**src/rtl/gse_pkg.sv**
```systemverilog
// Shared types, constants and helper functions of the 3x3 grayscale erosion block.
// This package has no dependencies. The kernel, output buffer and top level import it.
package gse_pkg;

    localparam int PIX_W     = 8;
    localparam int COORD_W   = 10;
    localparam int DIM_W     = 11;
    localparam int CFG_IDX_W = 1;
    localparam int NSLOT     = 4;
    localparam int SLOT_W    = 2;
    localparam int TDATA_W   = 32;
    localparam int TPAD_W    = TDATA_W - PIX_W - 2 * COORD_W;
    localparam int DIM_MIN   = 2;

    localparam logic [CFG_IDX_W-1:0] CFG_FRAME_WIDTH  = 1'b0;
    localparam logic [CFG_IDX_W-1:0] CFG_FRAME_HEIGHT = 1'b1;

    typedef logic [PIX_W-1:0] pix_t;

    // One column of the window: top is two rows up, bot is the newest pixel.
    typedef struct packed {
        pix_t top;
        pix_t mid;
        pix_t bot;
    } col_t;

    typedef struct packed {
        pix_t               value;
        logic [COORD_W-1:0] row;
        logic [COORD_W-1:0] col;
        logic               done;
    } res_t;

    // Up to four results caused by one pixel, in raster order from slot 0 up.
    typedef struct packed {
        logic [NSLOT-1:0] mask;
        res_t [NSLOT-1:0] slot;
    } grp_t;

    function automatic pix_t min8(input pix_t a, input pix_t b);
        return (a < b) ? a : b;
    endfunction

    function automatic pix_t col_min(input col_t c, input logic use_top);
        pix_t v;
        v = min8(c.mid, c.bot);
        if (use_top) begin
            v = min8(v, c.top);
        end
        return v;
    endfunction

endpackage

```
**src/rtl/gse_kernel.sv**
```systemverilog
// Window arithmetic: forms the clipped 3x3 minima completed by one pixel.
// Depends on gse_pkg for the column, result and group types.
module gse_kernel #(
    parameter int COL_W = 10,
    parameter int ROW_W = 10
) (
    input  gse_pkg::col_t     cur,
    input  gse_pkg::col_t     prev1,
    input  gse_pkg::col_t     prev2,
    input  logic [COL_W-1:0]  col,
    input  logic [ROW_W-1:0]  row,
    input  logic [COL_W-1:0]  w_last,
    input  logic [ROW_W-1:0]  h_last,
    output gse_pkg::grp_t     grp
);
    import gse_pkg::*;

    logic             use_top;
    pix_t             a_pair, a_left, b_pair, b_left;
    logic             row_a, row_b, has_left, has_right;
    logic [ROW_W-1:0] row_up;
    logic [COL_W-1:0] col_left;

    assign use_top   = row > ROW_W'(1);
    assign row_up    = row - ROW_W'(1);
    assign col_left  = col - COL_W'(1);
    assign row_a     = row != '0;
    assign row_b     = row_a && (row == h_last);
    assign has_left  = col != '0;
    assign has_right = col == w_last;

    always_comb begin
        a_pair = min8(col_min(prev1, use_top), col_min(cur, use_top));
        a_left = (col > COL_W'(1)) ? min8(a_pair, col_min(prev2, use_top)) : a_pair;
        b_pair = min8(col_min(prev1, 1'b0), col_min(cur, 1'b0));
        b_left = (col > COL_W'(1)) ? min8(b_pair, col_min(prev2, 1'b0)) : b_pair;
    end

    always_comb begin
        grp.mask = {row_b && has_right, row_b && has_left,
                    row_a && has_right, row_a && has_left};

        grp.slot[0].value = a_left;
        grp.slot[0].row   = COORD_W'(row_up);
        grp.slot[0].col   = COORD_W'(col_left);
        grp.slot[0].done  = (row_up == h_last) && (col_left == w_last);

        grp.slot[1].value = a_pair;
        grp.slot[1].row   = COORD_W'(row_up);
        grp.slot[1].col   = COORD_W'(col);
        grp.slot[1].done  = (row_up == h_last) && (col == w_last);

        grp.slot[2].value = b_left;
        grp.slot[2].row   = COORD_W'(row);
        grp.slot[2].col   = COORD_W'(col_left);
        grp.slot[2].done  = (row == h_last) && (col_left == w_last);

        grp.slot[3].value = b_pair;
        grp.slot[3].row   = COORD_W'(row);
        grp.slot[3].col   = COORD_W'(col);
        grp.slot[3].done  = (row == h_last) && (col == w_last);
    end

endmodule

```
**config.mk**
```make
export PLATFORM = sky130hd
export DESIGN_NAME = gse_kernel
export DESIGN_NICKNAME = d
export VERILOG_FILES = /design/src/rtl/gse_pkg.sv /design/src/rtl/gse_kernel.sv
export SDC_FILE = /design/constraint.sdc
export NUM_CORES = 1
export LEC_CHECK = 0
export ABC_AREA = 1
export BUFFER_PORTS_ARGS = -buffer_cell sky130_fd_sc_hd__buf_2
export CAP_MARGIN = 20
export CORE_MARGIN = 10
export CORE_UTILIZATION = 45
export DETAILED_ROUTE_END_ITERATION = 12
export PLACE_DENSITY = 0.88
export SETUP_SLACK_MARGIN = 0.05
export SLEW_MARGIN = 25
export SYNTH_ARGS = -nofsm -noshare
export SYNTH_HDL_FRONTEND = slang
export SYNTH_SLANG_ARGS = --single-unit
```
**constraint.sdc**
```tcl
create_clock -name vclk -period 9.01
set_input_delay 1.3515 -clock vclk [all_inputs]
set_output_delay 1.3515 -clock vclk [all_outputs]
set_load 0.03 [all_outputs]
```
Word-level counts from Yosys, hierarchy flattened --
Index checks and enable logic that the tools add are counted. Widths: inputs -> output; s select.
Storage, ports and cells: bits of input ports 112, output and inout port bits 120, logic and storage cells 44, register bits after elaboration 0
Cells by class: reductions and logical operators 11, order comparisons 12, add/subtract/negate cells 2, eq/ne operators 4, muxes and demuxes 15
Operators with widths (count):
- $mux 8 | 15
- $lt 8x8->1 | 10
- $eq 10x10->1 | 4
- $gt 10x1->1 const B | 2
- $reduce_bool 10->1 | 2
- $sub 10x1->10 const B | 2
- $logic_and 1x1->1 | 9

Depth between registers and ports, before layout --
depth after elaboration 10, depth in mapped cells 43, gate-level depth less buffers 40

Worst setup path before layout --
Ideal clock, no wire load.
path kind input to output, start point in prev1[7] (netlist bit), end point out grp[25] (netlist bit), path buffers 3, stages on the path 32, arrival time 6.783 ns, path slack 0.876 ns, cell sequence inv_1 ha_1 nand2_1 o21a_1 nand2_4 clkbuf_1 nor2_1 a21oi_1 ha_1 a21oi_1 nor2_1 a211oi_1 nand2_1 nand2_2 clkbuf_1 o21ai_0 ha_1 a21oi_1 nor2_1 a211oi_1 nand2_1 inv_1 buf_2 o21ai_0 ha_1 a21oi_1 nor2_1 a211oi_1 nand2_4 nand2_4 nand2_1 nand2_1
RTL lines:
- start: declaration | line gse_kernel.sv:8 | input gse_pkg::col_t prev1,
- end: declaration | line gse_kernel.sv:14 | output gse_pkg::grp_t grp

==> metrics.md <==
| Metric | Value |
|---|---|
| Outcome | finished, final reports clean |
| Met3 Use GR | ~4.7% |
| Max-slew violations | 0 |
| Layout area overhead | 20.3% |
| Fin nets | roughly 1000 |
| Worst hold path type | in -> out |
| Via density per instance | roughly 4.9 |
| Syn_area_per_cell | slightly below 6 µm² |
| Startpoint Class | input pin |
| DRC violations left | 0 |
| Die Span Y | 115 µm |
| Setup TNS Final | 0 ns |
| Crit. End Element | output pin |
| CP Capture Point | grp[22] |
| Port Buf Inserts | between 200 and 250 |
| Final Hold Viols | 0 |
| Pwr/cell area | around 200 nW/µm² |
| Commonest cells in the netlist | nand2_1, inv_1, ha_1, buf_4, nor2_1 |
| GRT Util Overall | a little under a fifth |
| Via count of the routed design | approximately 4800 |
| Rows | 34 |
| Boundary Pins | around 230 |
| Worst EP arrival | roughly 6.6 ns |
| Vias in the first global route | approximately 4700 |
| Power Total | approximately 0.98 mW |
| Ranking of synthesized cells by area | ha_1, nand2_1, buf_4, inv_1, a21oi_1 |
| GR Util met1 | around 22% |
| Ys Warns | 0 |
| Netlist cell types | 38 |
| Starting Density | 46.3% |
| Lkg Pwr | 3.03 nW |
| Slew @ Worst Pin | about 0.78 ns |
| Initial antenna violation count | 1 |
| Synthesized net count | between 800 and 900 |
| Post_cts resized | 0 |
| Required @ worst endpoint | 7.66 ns |
| FF/Latch Area | 0 µm² |
| Slowest stage cell, crit path | ha_1 |
| M2 GR Usage | between 30% and 40% |
| Core box area | slightly below 9000 µm² |
| Max FO, Critical Path | 15 |
| Most numerous cell in the Yosys netlist | nand2_1 |
| Area share of the largest cell type after synthesis | 22.9% |
| Num sequential | 0 |
| Max-cap violations | 0 |
| Crit path kind | in -> out |
| Fin crit period | around 8.0 ns |
| Synth area leader | ha_1 |
| Max IR drop VDD | a little over 0.3 mV |
| Initial drt markers | about 370 |
| Fraction of layout cells with a size suffix above 1 | roughly 29% |
| Routed Antenna Nets | 0 |
| First-pass GRT wire length | approximately 22000 µm |
| Cell Area, Synth | about 4000 µm² |
| Gr busiest metal | met2 |
| Register area share after synthesis | 0% |
| CP Launch Point | prev1[5] |
| Final setup viols | 0 |
| Largest net degree at the start of global routing | 17 |
| Count of clock buffers in the final design | 0 |
| Die area | between 10000 and 15000 µm² |
| Drt pass-1 iters | 5 |
| Slew HR | 47.7% |
| RePlAce Congestion | 0.949 |
| Dpl hpwl | approximately 13000 µm |
| Post-Syn Instances | 690 |
| RSZ-0062 raised after global routing | false |
| Grt ovf | 0 |
| DIE WIDTH | 115 µm |
| Final wirelength | approximately 14000 µm |
| Cell mode on critical path | a21oi_1 |
| Max Clk Rate | 125 MHz |
| Hold buffers post-CTS | 0 |
| Final Cycle Share | between 80% and 90% |
| Max incr delay on CP | approximately 0.35 ns |
| Routed len/inst | 14.6 µm |
| # Post-CTS Setup Buffers | 0 |
worst max-delay path: cells and delay by family:
family | cells | cell delay (ns)
AOI/OAI and AO/OA | 11 | 2.18
and+or+nand+nor | 11 | 1.19
adders and majority gates | 4 | 1.29
buffers and inverters | 4 | 0.61
final cells by class:
class                      instances  area, µm²
fill                             899       3870
antenna                            1       2.50
timing repair buffer             234       1170
inverter                         117        439
multi-input combinational        504       3100
tap                              108        135
cell families after synthesis:
group,after synthesis,share of synthesized area (%)
XOR/XNOR,41,8.90
AND/OR/NAND/NOR,263,27.3
adder cells (fa/ha/maj),74,22.9
AO/OA/AOI/OAI,126,17.7
buffers and inverters,186,23.1
per-stage QoR:
step           std cells  hold WS (ns)  utilization, %  instance area [µm²]  setup slack [ns]
2_1_floorplan        690          2.83               -                 4040             0.876
3_3_place_gp         961          3.01            55.5                 4840              1.17
3_5_place_dp         961          3.01            55.5                 4840              1.05
4_1_cts              961          3.01            55.5                 4840              1.04
5_1_grt              964          3.01            55.7                 4850             0.368
6_report             964          3.00            55.7                 4850              1.01
worst min path at each step:
| stage | cells after the start | from | end | slack, ns |
|---|---|---|---|---|
| finish | 2 | row[1] | grp[99] | 3.00 |
| global route | 2 | row[1] | grp[70] | 3.01 |
| CTS | 2 | row[1] | grp[99] | 3.01 |
| detailed placement | 2 | row[1] | grp[99] | 3.01 |
| global placement | 2 | row[1] | grp[99] | 3.01 |
| floorplan | 1 | row[2] | grp[100] | 2.83 |
cells in the final DEF (no fill, tap or decap), drive strengths merged, types with 2 or more instances in the layout:
cell type  instances
o21a               2
nand3             18
o22ai              3
buf              234
nand4              8
nor4               4
a211oi             5
xnor2             18
nor2              51
o21ai             58
xor2              23
or2                2
nor3               5
inv              117
ha                74
a31oi              2
nand2            171
a21oi             47
o211ai             5
power by group:
group	internal [mW]	leakage, nW	switching, mW
registers	0	0	0
clock network	0.0000000149	0.00000634	0
logic	0.279	3.03	0.701
total	0.279	3.03	0.701
metal layers:
| layer | part of all wire (%) | wire (µm) | vias to the layer above |
|---|---|---|---|
| met5 | 0 | 0 | - |
| met4 | 1.4 | 200 | 0 |
| met3 | 11 | 1500 | 15 |
| met2 | 49 | 6890 | 206 |
| met1 | 39 | 5470 | 2047 |
| li1 | - | - | 2497 |
No activity file was read; power rests on OpenSTA's default activity.
