--- config.mk ---
export PLATFORM = sky130hd
export DESIGN_NAME = gse_outbuf
export DESIGN_NICKNAME = d
export VERILOG_FILES = /design/src/rtl/gse_pkg.sv /design/src/rtl/gse_outbuf.sv
export SDC_FILE = /design/constraint.sdc
export NUM_CORES = 1
export LEC_CHECK = 0
export ABC_AREA = 1
export BUFFER_PORTS_ARGS = -buffer_cell sky130_fd_sc_hd__buf_2
export CAP_MARGIN = 20
export CORE_MARGIN = 10
export CORE_UTILIZATION = 30
export DETAILED_ROUTE_END_ITERATION = 16
export GPL_TIMING_DRIVEN = 0
export PLACE_DENSITY = 0.51
export SLEW_MARGIN = 25
export SYNTH_ARGS = -nofsm -noshare
export SYNTH_HDL_FRONTEND = slang
export SYNTH_SLANG_ARGS = --single-unit
export TNS_END_PERCENT = 1
--- constraint.sdc ---
create_clock -name aclk -period 1.6 [get_ports aclk]
set_clock_uncertainty 0.1 [all_clocks]
set_input_delay 0.16 -clock aclk [delete_from_list [all_inputs] [get_ports aclk]]
set_output_delay 0.16 -clock aclk [all_outputs]
set_load 0.01 [all_outputs]
--- src/rtl/gse_pkg.sv ---
// Shared types, constants and helper functions of the 3x3 grayscale erosion block.
// This package has no dependencies. The kernel, output buffer and top level import it.
package gse_pkg;

    localparam int PIX_W     = 8;
    localparam int COORD_W   = 10;
    localparam int DIM_W     = 11;
    localparam int CFG_IDX_W = 1;
    localparam int NSLOT     = 4;
    localparam int SLOT_W    = 2;
    localparam int TDATA_W   = 32;
    localparam int TPAD_W    = TDATA_W - PIX_W - 2 * COORD_W;
    localparam int DIM_MIN   = 2;

    localparam logic [CFG_IDX_W-1:0] CFG_FRAME_WIDTH  = 1'b0;
    localparam logic [CFG_IDX_W-1:0] CFG_FRAME_HEIGHT = 1'b1;

    typedef logic [PIX_W-1:0] pix_t;

    // One column of the window: top is two rows up, bot is the newest pixel.
    typedef struct packed {
        pix_t top;
        pix_t mid;
        pix_t bot;
    } col_t;

    typedef struct packed {
        pix_t               value;
        logic [COORD_W-1:0] row;
        logic [COORD_W-1:0] col;
        logic               done;
    } res_t;

    // Up to four results caused by one pixel, in raster order from slot 0 up.
    typedef struct packed {
        logic [NSLOT-1:0] mask;
        res_t [NSLOT-1:0] slot;
    } grp_t;

    function automatic pix_t min8(input pix_t a, input pix_t b);
        return (a < b) ? a : b;
    endfunction

    function automatic pix_t col_min(input col_t c, input logic use_top);
        pix_t v;
        v = min8(c.mid, c.bot);
        if (use_top) begin
            v = min8(v, c.top);
        end
        return v;
    endfunction

endpackage

--- src/rtl/gse_outbuf.sv ---
// Output register for the results of one pixel; hands them out one request at a time.
// Depends on gse_pkg for the result group type and field widths.
module gse_outbuf (
    input  logic                         aclk,
    input  logic                         aresetn,
    input  logic                         load,
    input  gse_pkg::grp_t                grp_in,
    output logic                         free,
    output logic                         m_tvalid,
    input  logic                         m_tready,
    output logic [gse_pkg::TDATA_W-1:0]  m_tdata,  // eroded_value, out_row, out_col, zero pad
    output logic                         m_tlast,
    output logic                         m_tuser   // frame_done
);
    import gse_pkg::*;

    logic [NSLOT-1:0] mask_reg, mask_next, mask_rest;
    res_t [NSLOT-1:0] slot_reg, slot_next;
    logic [SLOT_W-1:0] sel;
    res_t              res;
    logic              take;

    always_comb begin
        sel = '0;
        for (int i = NSLOT - 1; i >= 0; i--) begin
            if (mask_reg[i]) begin
                sel = SLOT_W'(i);
            end
        end
    end

    assign mask_rest = mask_reg & (mask_reg - NSLOT'(1));
    assign res       = slot_reg[sel];
    assign m_tvalid  = mask_reg != '0;
    assign take      = m_tvalid && m_tready;
    assign free      = !m_tvalid || (take && (mask_rest == '0));
    assign m_tdata   = {TPAD_W'(0), res.col, res.row, res.value};
    assign m_tlast   = mask_rest == '0;
    assign m_tuser   = res.done;

    always_comb begin
        mask_next = mask_reg;
        slot_next = slot_reg;
        if (load) begin
            mask_next = grp_in.mask;
            slot_next = grp_in.slot;
        end else if (take) begin
            mask_next = mask_rest;
        end
    end

    always_ff @(posedge aclk) begin
        if (!aresetn) begin
            mask_reg <= '0;
        end else begin
            mask_reg <= mask_next;
        end
        slot_reg <= slot_next;
    end

    a_load_when_free: assert property (@(posedge aclk) disable iff (!aresetn)
        load |-> free)
        else $error("result group loaded over pending results");

    a_no_new_bits: assert property (@(posedge aclk) disable iff (!aresetn)
        !load |=> ((mask_reg & ~$past(mask_reg)) == '0))
        else $error("result mask gained a bit without a load");

    a_done_is_last: assert property (@(posedge aclk) disable iff (!aresetn)
        (m_tvalid && m_tuser) |-> m_tlast)
        else $error("frame end flagged on a result that is not the last of its pixel");

    a_drain: assert property (@(posedge aclk) disable iff (!aresetn)
        (take && m_tlast && !load) |=> !m_tvalid)
        else $error("results remain after the last one was taken");

endmodule

; Word-level counts from Yosys, hierarchy flattened
; Cells that the tools add are included.
[totals]
regBits = 120
input_bits = 124
word_cells = 35
[classes]
addsub = 1
order_cmp = 1
mux = 8
bitwise_logic = 1
reduce_logical = 7
[op_table]
columns = cell, n
row1 = $bmux W29 S2, 1
row2 = $mux W29, 1
row3 = $mux W2, 4
row4 = $mux W4, 2
row5 = $and A4 B4 Y4, 1
row6 = $logic_not A4 Y1, 1
row7 = $reduce_bool A4 Y1, 1
row8 = $sub A4 B1 Y4 const B, 1
row9 = $lt A2 B3 Y1 const B, 1
row10 = $logic_and A1 B1 Y1, 2
row11 = $reduce_bool A2 Y1, 1
row12 = $logic_not A1 Y1, 1
row13 = $logic_or A1 B1 Y1, 1

; Depth between registers and ports, before layout
; Gate-level depths: netlist of the first run.
[logic_depth]
word_depth = 6
depth_mapped = 8

; Worst setup path before layout of the first run
; No wires, ideal clock.
[synth_timing]
path_type = register to output
from = reg mask_reg[3]
to = out m_tdata[10] (netlist name)
arrival_ns = 1.177
t_required_ns = 1.340
setup_slack_ns = 0.163
path_stages_with_launch = 9
path_buffers = 2
path_cell_list = dfxtp_1 -> inv_2 -> o21ai_2 -> nand2_2 -> buf_2 -> buf_6 -> nand2_1 -> nand3_1 -> nand2_1
[synth_via]
elab_chain_cells = 6
[synth_rtl]
columns = element, line_no
row1 = "start, declared", gse_outbuf.sv:17  ; logic [NSLOT-1:0] mask_reg, mask_next, mask_rest;
row2 = "start signal, assigned", gse_outbuf.sv:56  ; mask_reg <= mask_next;
row3 = $mux W2 (4 in series), gse_outbuf.sv:26  ; if (mask_reg[i]) begin
row4 = $bmux W29 S2, gse_outbuf.sv:33  ; assign res = slot_reg[sel];
row5 = $mux W29 (not written as such), gse_outbuf.sv:33
row6 = "end, declared", gse_outbuf.sv:11  ; output logic [gse_pkg::TDATA_W-1:0] m_tdata,
; No other way between the ends. The select of a mux whose other input is x is not followed.

; Worst setup path after layout of the first run
[layout_timing]
from = reg mask_reg[2]
to = out m_tdata[8] (netlist name)
[layout_via]
elab_chain_cells = 5
[layout_rtl]
columns = element, line_no
row1 = $mux W2 (3 in series), gse_outbuf.sv:26
row2 = $bmux W29 S2, gse_outbuf.sv:33
row3 = $mux W29 (not written as such), gse_outbuf.sv:33
; No other way between the ends. The select of a mux whose other input is x is not followed.

==> results.md, run 1 <==
- Status: finished, violations left
- Failing checks: setup timing
- IO buf count: ~160
- Post-synth top area cell: edfxtp_1
- Die Area: 22600 µm²
- Fin worst setup slack: -0.446 ns
- Seq/Total Area, Yosys: 0.700
- Drt total wl: between 15000 and 20000 µm
- Worst Setup End Kind: primary output
- Flops & latches, synth: 120
- Overflow after GRT: 0
- Worst Path Arrival: 1.79 ns
- Initial core utilization: 0.307
- Worst slew margin: 0.546
- Vias per inst: about 4.3
- Die X: roughly 150 µm
- Synth top area share: 0.684
- Max Freq: 0.489 GHz
- Critical setup path kind: flip-flop to primary output
- Final Setup Violations: 31
- Row count: 47
- Total chip power: 0.00935 W
- Max Cap Violations: 0
- Die Ht: about 150 µm
- Mean post-synth cell area: between 10 and 15 µm²
- Worst Setup EP: m_tdata[8]
- Num CTS Buffers: 17
- Critical-path maximum fanout: 5
- Nets: between 800 and 900
- Vias in the first global route: about 4800
- Area contributors post-synth: edfxtp_1 68%, nand2_1 11%, nand3_1 6.2%
- Diodes inserted: 0
- Final min period: 2.05 ns
- Worst-path clk slew: ~0.050 ns
- Yosys warnings: 0
- RR Startpoint: mask_reg[0]
- Worst-Skew Late Latency: between 0.4 and 0.5 ns
- Initial antenna violation count: 0
- Mapped Area: between 5000 and 6000 µm²
- First-pass detailed-route iteration total: 4
- H-Tree Depth: 4
- Required time worst endpoint: 1.34 ns
- Tightest Hold Check Type: input port to flip-flop
- Cell variety after synth: 20
- Post-DP HPWL: 10400 µm
- CTS tree: yes
- Crit Reg-Reg Endpoint: mask_reg[1]
- Buffer depth of the longest clock path: 2
- VDD IR max: 0.692 mV
- IO Count: 160
- Root cell of the clock tree: clkbuf_16
- Pleak: 3.79 nW
- DRC errors left: 0
- R2R setup slack: 0.37 ns
- Dpl ws: -0.334 ns
- Overall Global Routing Usage: 0.146
- Largest net degree at the start of global routing: 74
- Max Slew Vio Count: 0
- Via count: approximately 4400
- Startpoint types: flip-flop
- Reg2reg path depth: 6
- Area Growth Syn to Fin: 66.0%
- Core Footprint: 16600 µm²
- Share of cells above drive strength 1: 0.325
- Drt initial violations: 216
- Max reg flops: ~120
- WL/cell: 16.2 µm
- Cell Pwr Density: between 1000 and 1500 nW/µm²
- CTS sink cnt: 120
- Critical path origin: mask_reg[2]
- Synth Instances: about 460
- Final period util: 1.28
- RSZ-0062 raised after global routing: yes
- Post-DRT Antenna Nets: 0
- First-pass GRT wire length: about 25000 µm
- Routability cong.: ~0.76
- Worst-Margin Slew: 0.682 ns
- Endpoints failing hold: 0
==> synth_stat cells <==
library cell  count
a21boi_0          1
a21oi_1           3
buf_2             8
buf_4             8
buf_6             2
clkbuf_1         10
conb_1            1
dfxtp_1           4
edfxtp_1        116
inv_1            41
inv_2             1
nand2_1         155
nand2_2           1
nand3_1          63
nand3b_1         29
nand4_1           1
nor2_1            5
nor2_2            2
o21ai_0           3
o21ai_2           1
==> cells by family after synthesis <==
logic type | share of synthesized area
compound gates | 0.00909
buf+inv | 0.0624
flops | 0.700
other cells | 0.000737
simple gates | 0.228
==> metal layers <==
metal | vias up | part of all wire | wire length [µm] | GRT usage
met4 | 0 | 0.0095 | 154 | 0.0389
met2 | 149 | 0.49 | 8040 | 0.246
met1 | 2032 | 0.42 | 6780 | 0.169
met3 | 12 | 0.078 | 1270 | 0.0597
met5 | - | 0 | 0 | 0
li1 | 2162 | - | - | -
==> through the flow <==
step / utilization / setup TNS [ns] / cell area (µm²) / hold slack, ns / instances
2_1_floorplan: - / 0 / 5100 / 0.158 / 458
3_3_place_gp: 0.371 / -133.34 / 6150 / 0.237 / 833
3_5_place_dp: 0.373 / -7.01 / 6190 / 0.238 / 834
4_1_cts: 0.500 / -14.10 / 8280 / 0.0135 / 999
5_1_grt: 0.509 / -16.55 / 8450 / 0.0383 / 1002
6_report: 0.509 / -12.55 / 8450 / 0.0287 / 1002
==> cell type report <==
type / instances / area, µm²
Fill cell: 1482 / 8140
Sequential cell: 120 / 3570
Timing Repair Buffer: 292 / 2290
Multi-Input combinational cell: 268 / 1300
Clock buffer: 23 / 468
Tap cell: 220 / 275
Buffer: 28 / 264
Inverter: 42 / 158
Clock inverter: 9 / 125
==> placed cells by master (no fill, tap or decap), drive strengths merged, types with 7 or more instances in the layout <==
cell type      n
edfxtp       116
dlygate4sd3  121
nand3         63
clkbuf        34
nand2        156
inv           42
nor2           7
buf          188
nand3b        29
==> worst min path at each step <==
stage / from / end / slack, ns / cells past startpoint
after global routing: grp_in[118] / mask_reg[2] / 0.04 / 4
after global placement: grp_in[12] / slot_reg[12] / 0.24 / 1
after CTS: grp_in[118] / mask_reg[2] / 0.01 / 4
final: grp_in[118] / mask_reg[2] / 0.03 / 4
after floorplan: aresetn / mask_reg[3] / 0.16 / 2
after detailed placement: grp_in[102] / slot_reg[102] / 0.24 / 1
==> report_power, final <==
part           leakage [nW]  switching (W)  internal (W)
combinational          2.34       0.000832      0.000873
sequential             1.17      0.0000672       0.00372
clock                 0.287        0.00133       0.00252
==> repair_timing <==
action                     CTS  global route
setup buffers                8             1
gates cloned                 4             2
hold endpoints to repair   120             0
setup endpoints to repair   31            32
resized for setup           54            28
hold buffers               121             0
pin swaps                   25            13
==> critical path: stages (launching register included) <==
cell	delay, ns
dfxtp_2	0.36
o21ai_4	0.22
buf_6	0.15
buf_6	0.10
buf_6	0.11
nand3_1	0.06
nand2_1	0.10
nand2_1	0.08
nand2_2	0.09
buf_6	0.10
Note: power is estimated with default switching activity, not from simulation.
==> run 2: changes to the inputs <==
Settings changed: MAX_ROUTING_LAYER from default to met4.
==> run 2 against run 1 <==
  * Sequential cell count unchanged
  * Fmax decreased by 0.31%
  * Setup slack got worse by 0.0064 ns
  * The flow still finishes with violations (setup timing)
  * Highest routed layer unchanged
  * Wire length increased by 0.71%
==> results.md, run 2 (same netlist as run 1, synthesis figures left out) <==
- Worst Setup End Kind: primary output
- Vias per inst: ~4.4
- Required time worst endpoint: roughly 1.3 ns
- DRC errors left: 0
- CTS sink cnt: 120
- WL/cell: roughly 16 µm
- Worst Path Arrival: approximately 1.8 ns
- Largest net degree at the start of global routing: 74
- CP delay by family, top: buffers and inverters
- # fillers: between 1000 and 1500
- Critical setup path kind: flip-flop to primary output
- Num CTS Buffers: 17
- Final hold slack: approximately 0.024 ns
- Critical path origin: mask_reg[2]
- Die Ht: 150 µm
- RSZ-0062 raised after global routing: yes
- CP cell instances: o21ai_4 -> buf_6 -> buf_12 -> clkbuf_16 -> nand3b_1 -> nand3_1 -> nand2_1 -> buf_2
- Setup TNS: -12.61 ns
- Row count: between 40 and 50
- Die X: 150 µm
- Worst-Margin Slew: slightly below 0.7 ns
- Diodes inserted: 0
- Critical-path maximum fanout: 5
- First-pass GRT wire length: between 20000 and 30000 µm
- Initial core utilization: 0.307
- RR Startpoint: mask_reg[3]
- Initial antenna violation count: 0
- Worst slew margin: 0.549
- Via count: between 4000 and 5000
- Post-DRT Antenna Nets: 0
- Failing checks: setup timing
- Drt initial violations: around 220
- Max Freq: roughly 0.49 GHz
- Beginning of the worst hold path: grp_in[118]
- Worst-Skew Late Latency: approximately 0.41 ns
- Status: finished, violations left
- Commonest non-fill, non-tap cell in the layout: buf_2
- Routability cong.: between 0.7 and 0.8
- Pleak: 3.81 nW
- CTS tree: yes
- First-pass detailed-route iteration total: 4
- Vias in the first global route: between 4000 and 5000
- Startpoint types: flip-flop
- Slowest stage delay, CP: about 0.36 ns
- IO Count: 160
- Drt total wl: around 16000 µm
- Post-DP HPWL: 10400 µm
- Tightest Hold Check Type: input port to flip-flop
- Worst-path clk slew: around 0.05 ns
- Overall Global Routing Usage: 0.150
- Cell Pwr Density: ~1100 nW/µm²
- CP max-delay cell: dfxtp_2
- IO buf count: about 160
- WP buf/inv: 4
- Buffer depth of the longest clock path: 2
- Final min period: approximately 2.1 ns
- Share of cells above drive strength 1: 0.340
- Area Growth Syn to Fin: 67.3%
- Root cell of the clock tree: clkbuf_16
- VDD IR max: approximately 0.7 mV
- Most frequent cells in the layout: 145 x buf_2, 136 x nand2_1, 121 x dlygate4sd3_1
- Overflow after GRT: 0
- Endpoints failing hold: 0
- Core Footprint: ~17000 µm²
- Fin worst setup slack: -0.453 ns
- Final period util: 1.28
- Max reg flops: 116
- H-Tree Depth: 4
- Nets: about 900
- Max Slew Vio Count: 0
- Die Area: roughly 23000 µm²
- Max Cap Violations: 0
- Final Setup Violations: 31
==> run 2: cell count changes in the layout (fill, tap and decap cells not counted), moves of 3 or more <==
cell / before / now
buf_6: 18 / 21
buf_2: 149 / 145
nand3_2: 4 / 9
nand2_2: 14 / 19
nand2_1: 141 / 136
nand3_1: 59 / 54
==> run 2: worst paths after layout <==
path         cells past startpoint     endpoint  slack (ns)
min                              4  mask_reg[2]        0.02
max                              8  m_tdata[15]       -0.45
max reg2reg                      7  mask_reg[1]        0.38
min reg2reg                      2  mask_reg[0]        0.41
==> run 2: through the flow <==
| stage | total power [W] | setup slack, ns | util | cell area [µm²] | cells |
|---|---|---|---|---|---|
| finish | 0.00941 | -0.453 | 0.513 | 8510 | 1002 |
| global route | 0.00983 | -0.561 | 0.513 | 8510 | 1002 |
| CTS | 0.00935 | -0.504 | 0.500 | 8280 | 999 |
| detailed placement | 0.00504 | -0.334 | 0.373 | 6190 | 834 |
| global placement | 0.00502 | -1.57 | 0.371 | 6150 | 833 |
| floorplan | 0.00445 | 0.163 | - | 5100 | 458 |
==> run 2: where the power goes <==
part	leakage, nW	internal [W]	switching (W)
clock	0.287	0.00252	0.00134
sequential	1.17	0.00372	0.0000692
combinational	2.36	0.000904	0.000850
total	3.81	0.00715	0.00226
==> run 2: metal layers <==
metal  vias to the layer above  global-route usage  wire length [µm]
li1                       2160                   -                 -
met1                      2056               0.171              7110
met2                       132               0.246              8120
met3                        12              0.0558               983
met4                         0              0.0389               144
met5                         -                   -                 0
==> run 2: area by class of cell <==
| type | instances | area (µm²) | area share |
|---|---|---|---|
| tap | 220 | 275 | 0.0323 |
| buffer | 28 | 264 | 0.0310 |
| clock inverter | 9 | 125 | 0.0147 |
| sequential | 120 | 3570 | 0.419 |
| inverter | 42 | 158 | 0.0185 |
| clock buffer | 23 | 468 | 0.0550 |
| multi-input combinational | 268 | 1340 | 0.157 |
| timing repair buffer | 292 | 2320 | 0.272 |
==> run 2: repair_timing <==
item	4_1_cts	5_1_grt
pin swaps	25	33
endpoints found under the setup margin	31	32
hold buffers	121	0
gates cloned	4	2
setup buffers	8	1
gates resized for setup	54	45
endpoints found under the hold margin	120	0
==> run 2: worst register-to-register path, delay by kind of cell (launching register included) <==
kind	cells	cell delay, ns
buf+inv	1	0.14
flops	1	0.32
simple gates	6	0.55
==> run 3: changes to the inputs <==
Clock period 1.6 ns to 2.1 ns, I/O delays scaled along.
==> run 3 against run 2 <==
  * The run still ends with setup timing left
  * Via count rose by 0.32%
  * Combinational power fell by 26%
  * Setup slack improved by 0.43 ns
  * Non-clock buffer count fell by 2
  * Clock power fell by 24%
  * Sequential power fell by 24%
  * Worst hold slack improved by 0.033 ns
  * Power fell by 24%
  * Register-to-register slack improved by 0.09 ns
==> results.md, run 3 (same netlist as run 1, synthesis figures left out) <==
- Status: finished, violations left
- Failing checks: setup timing
- Num CTS Buffers: 17
- Largest net degree at the start of global routing: 74
- Final min period: around 2.1 ns
- Row count: 47
- Design Area, Final: about 8400 µm²
- Initial core utilization: 0.307
- Vias in the first global route: 4798
- First-pass detailed-route iteration total: 4
- Die X: around 150 µm
- Vias per inst: 4.37
- RSZ-0062 raised after global routing: yes
- Startpoint types: flip-flop
- CP cell instances: o21ai_4 -> buf_6 -> buf_6 -> buf_6 -> nand3_2 -> nand2_2 -> nand2_2 -> nand2_1 -> buf_2
- Max Freq: about 0.47 GHz
- WP buf/inv: 4
- Final Setup Violations: 3
- Max reg flops: 116
- IO buf count: between 150 and 200
- IO Count: 160
- Max Cap Violations: 0
- Overflow after GRT: 0
- Worst slew margin: 0.545
- Worst Path Arrival: approximately 1.8 ns
- Placed Instance Area: ~6200 µm²
- First-pass GRT wire length: between 20000 and 30000 µm
- Post-DP HPWL: about 10000 µm
- Share of cells above drive strength 1: 0.329
- Die Area: about 23000 µm²
- Pleak: 3.78 nW
- Setup TNS: -0.0354 ns
- Root cell of the clock tree: clkbuf_16
- Area Growth Syn to Fin: 65.6%
- Worst Setup End Kind: primary output
- Nets: a little under 900
- Slowest stage delay, CP: around 0.36 ns
- Crit path top cell by count: buf_6
- Worst-path clk slew: 0.05 ns
- Fin worst setup slack: -0.0234 ns
- Core Footprint: 16600 µm²
- Drt initial violations: about 230
- DRC errors left: 0
- CTS sink cnt: 120
- CP max-delay cell: dfxtp_2
- Max Slew Vio Count: 0
- Commonest non-fill, non-tap cell in the layout: buf_2
- WL/cell: between 15 and 20 µm
- Cell Pwr Density: around 840 nW/µm²
- VDD IR max: around 0.53 mV
- Endpoints failing hold: 0
- Diodes inserted: 0
- Via count: roughly 4400
- Die Ht: about 150 µm
- Final period util: 1.01
- Worst-Margin Slew: 0.682 ns
- Post-DRT Antenna Nets: 0
- Final Core Density: 0.508
- Most frequent cells in the layout: 150 x buf_2, 139 x nand2_1, 119 x dlygate4sd3_1
- CP delay by family, top: buffers and inverters
- Overall Global Routing Usage: 0.149
- Buffer depth of the longest clock path: 2
- Routability cong.: between 0.7 and 0.8
- CTS tree: yes
- Total chip power: between 0.007 and 0.008 W
- Critical setup path kind: flip-flop to primary output
- Tightest Hold Check Type: input port to flip-flop
- Required time worst endpoint: about 1.8 ns
- H-Tree Depth: 4
- Worst-Skew Late Latency: 0.41 ns
- Initial antenna violation count: 0
- Drt total wl: 16300 µm
- Critical-path maximum fanout: 5
==> run 3: changes by cell type in the layout (fill, tap and decap cells not counted), sizes merged <==
cell / delta
dlygate4sd3: -2
==> run 3: what timing repair did <==
item / CTS / global route
pin swaps: 30 / 18
endpoints found under the setup margin: 29 / 29
hold endpoints to repair: 120 / 0
setup buffers: 8 / 1
hold buffers: 119 / 0
cloned: 4 / 2
gates resized for setup: 52 / 32
==> run 3: routing by layer <==
layer  up-vias  part of all wire  GRT usage
met5         -                 0          -
met4         0             0.010     0.0389
met3        17             0.066     0.0552
met2       148              0.49      0.242
met1      2054              0.43      0.172
li1       2155                 -          -
==> run 3: per-stage QoR <==
stage | setup WS, ns | cells | hold slack, ns
4_1_cts | -0.0511 | 997 | 0.0434
3_3_place_gp | -1.12 | 833 | 0.287
2_1_floorplan | 0.613 | 458 | 0.208
5_1_grt | -0.113 | 1000 | 0.0889
3_5_place_dp | 0.116 | 834 | 0.288
6_report | -0.0234 | 1000 | 0.0571
==> run 3: worst paths after layout <==
check	start	end	slack, ns	cells after the start
worst min register to register	mask_reg[2]	mask_reg[2]	0.44	2
worst max-delay path	mask_reg[2]	m_tdata[8]	-0.02	9
worst max register to register	mask_reg[0]	mask_reg[3]	0.47	8
worst min-delay path	grp_in[117]	mask_reg[1]	0.06	5
==> run 3: cell type report <==
type / instances / area, µm²
Fill cell: 1491 / 8160
Buffer: 28 / 262
Tap cell: 220 / 275
Inverter: 42 / 158
Clock buffer: 23 / 468
Sequential cell: 120 / 3570
Timing Repair Buffer: 290 / 2260
Multi-Input combinational cell: 268 / 1310
Clock inverter: 9 / 125
==> run 3: worst reg2reg max path, delay by kind of cell (launching register included) <==
family | cells | cell delay (ns)
buffers and inverters | 3 | 0.71
flip-flops | 1 | 0.35
AND/OR/NAND/NOR | 5 | 0.37
==> run 3: report_power, final <==
part           switching, W  leakage [nW]  total, W  internal, W
registers         0.0000523          1.17   0.00289      0.00284
logic              0.000637          2.32   0.00130     0.000659
clock network       0.00101         0.287   0.00293      0.00192
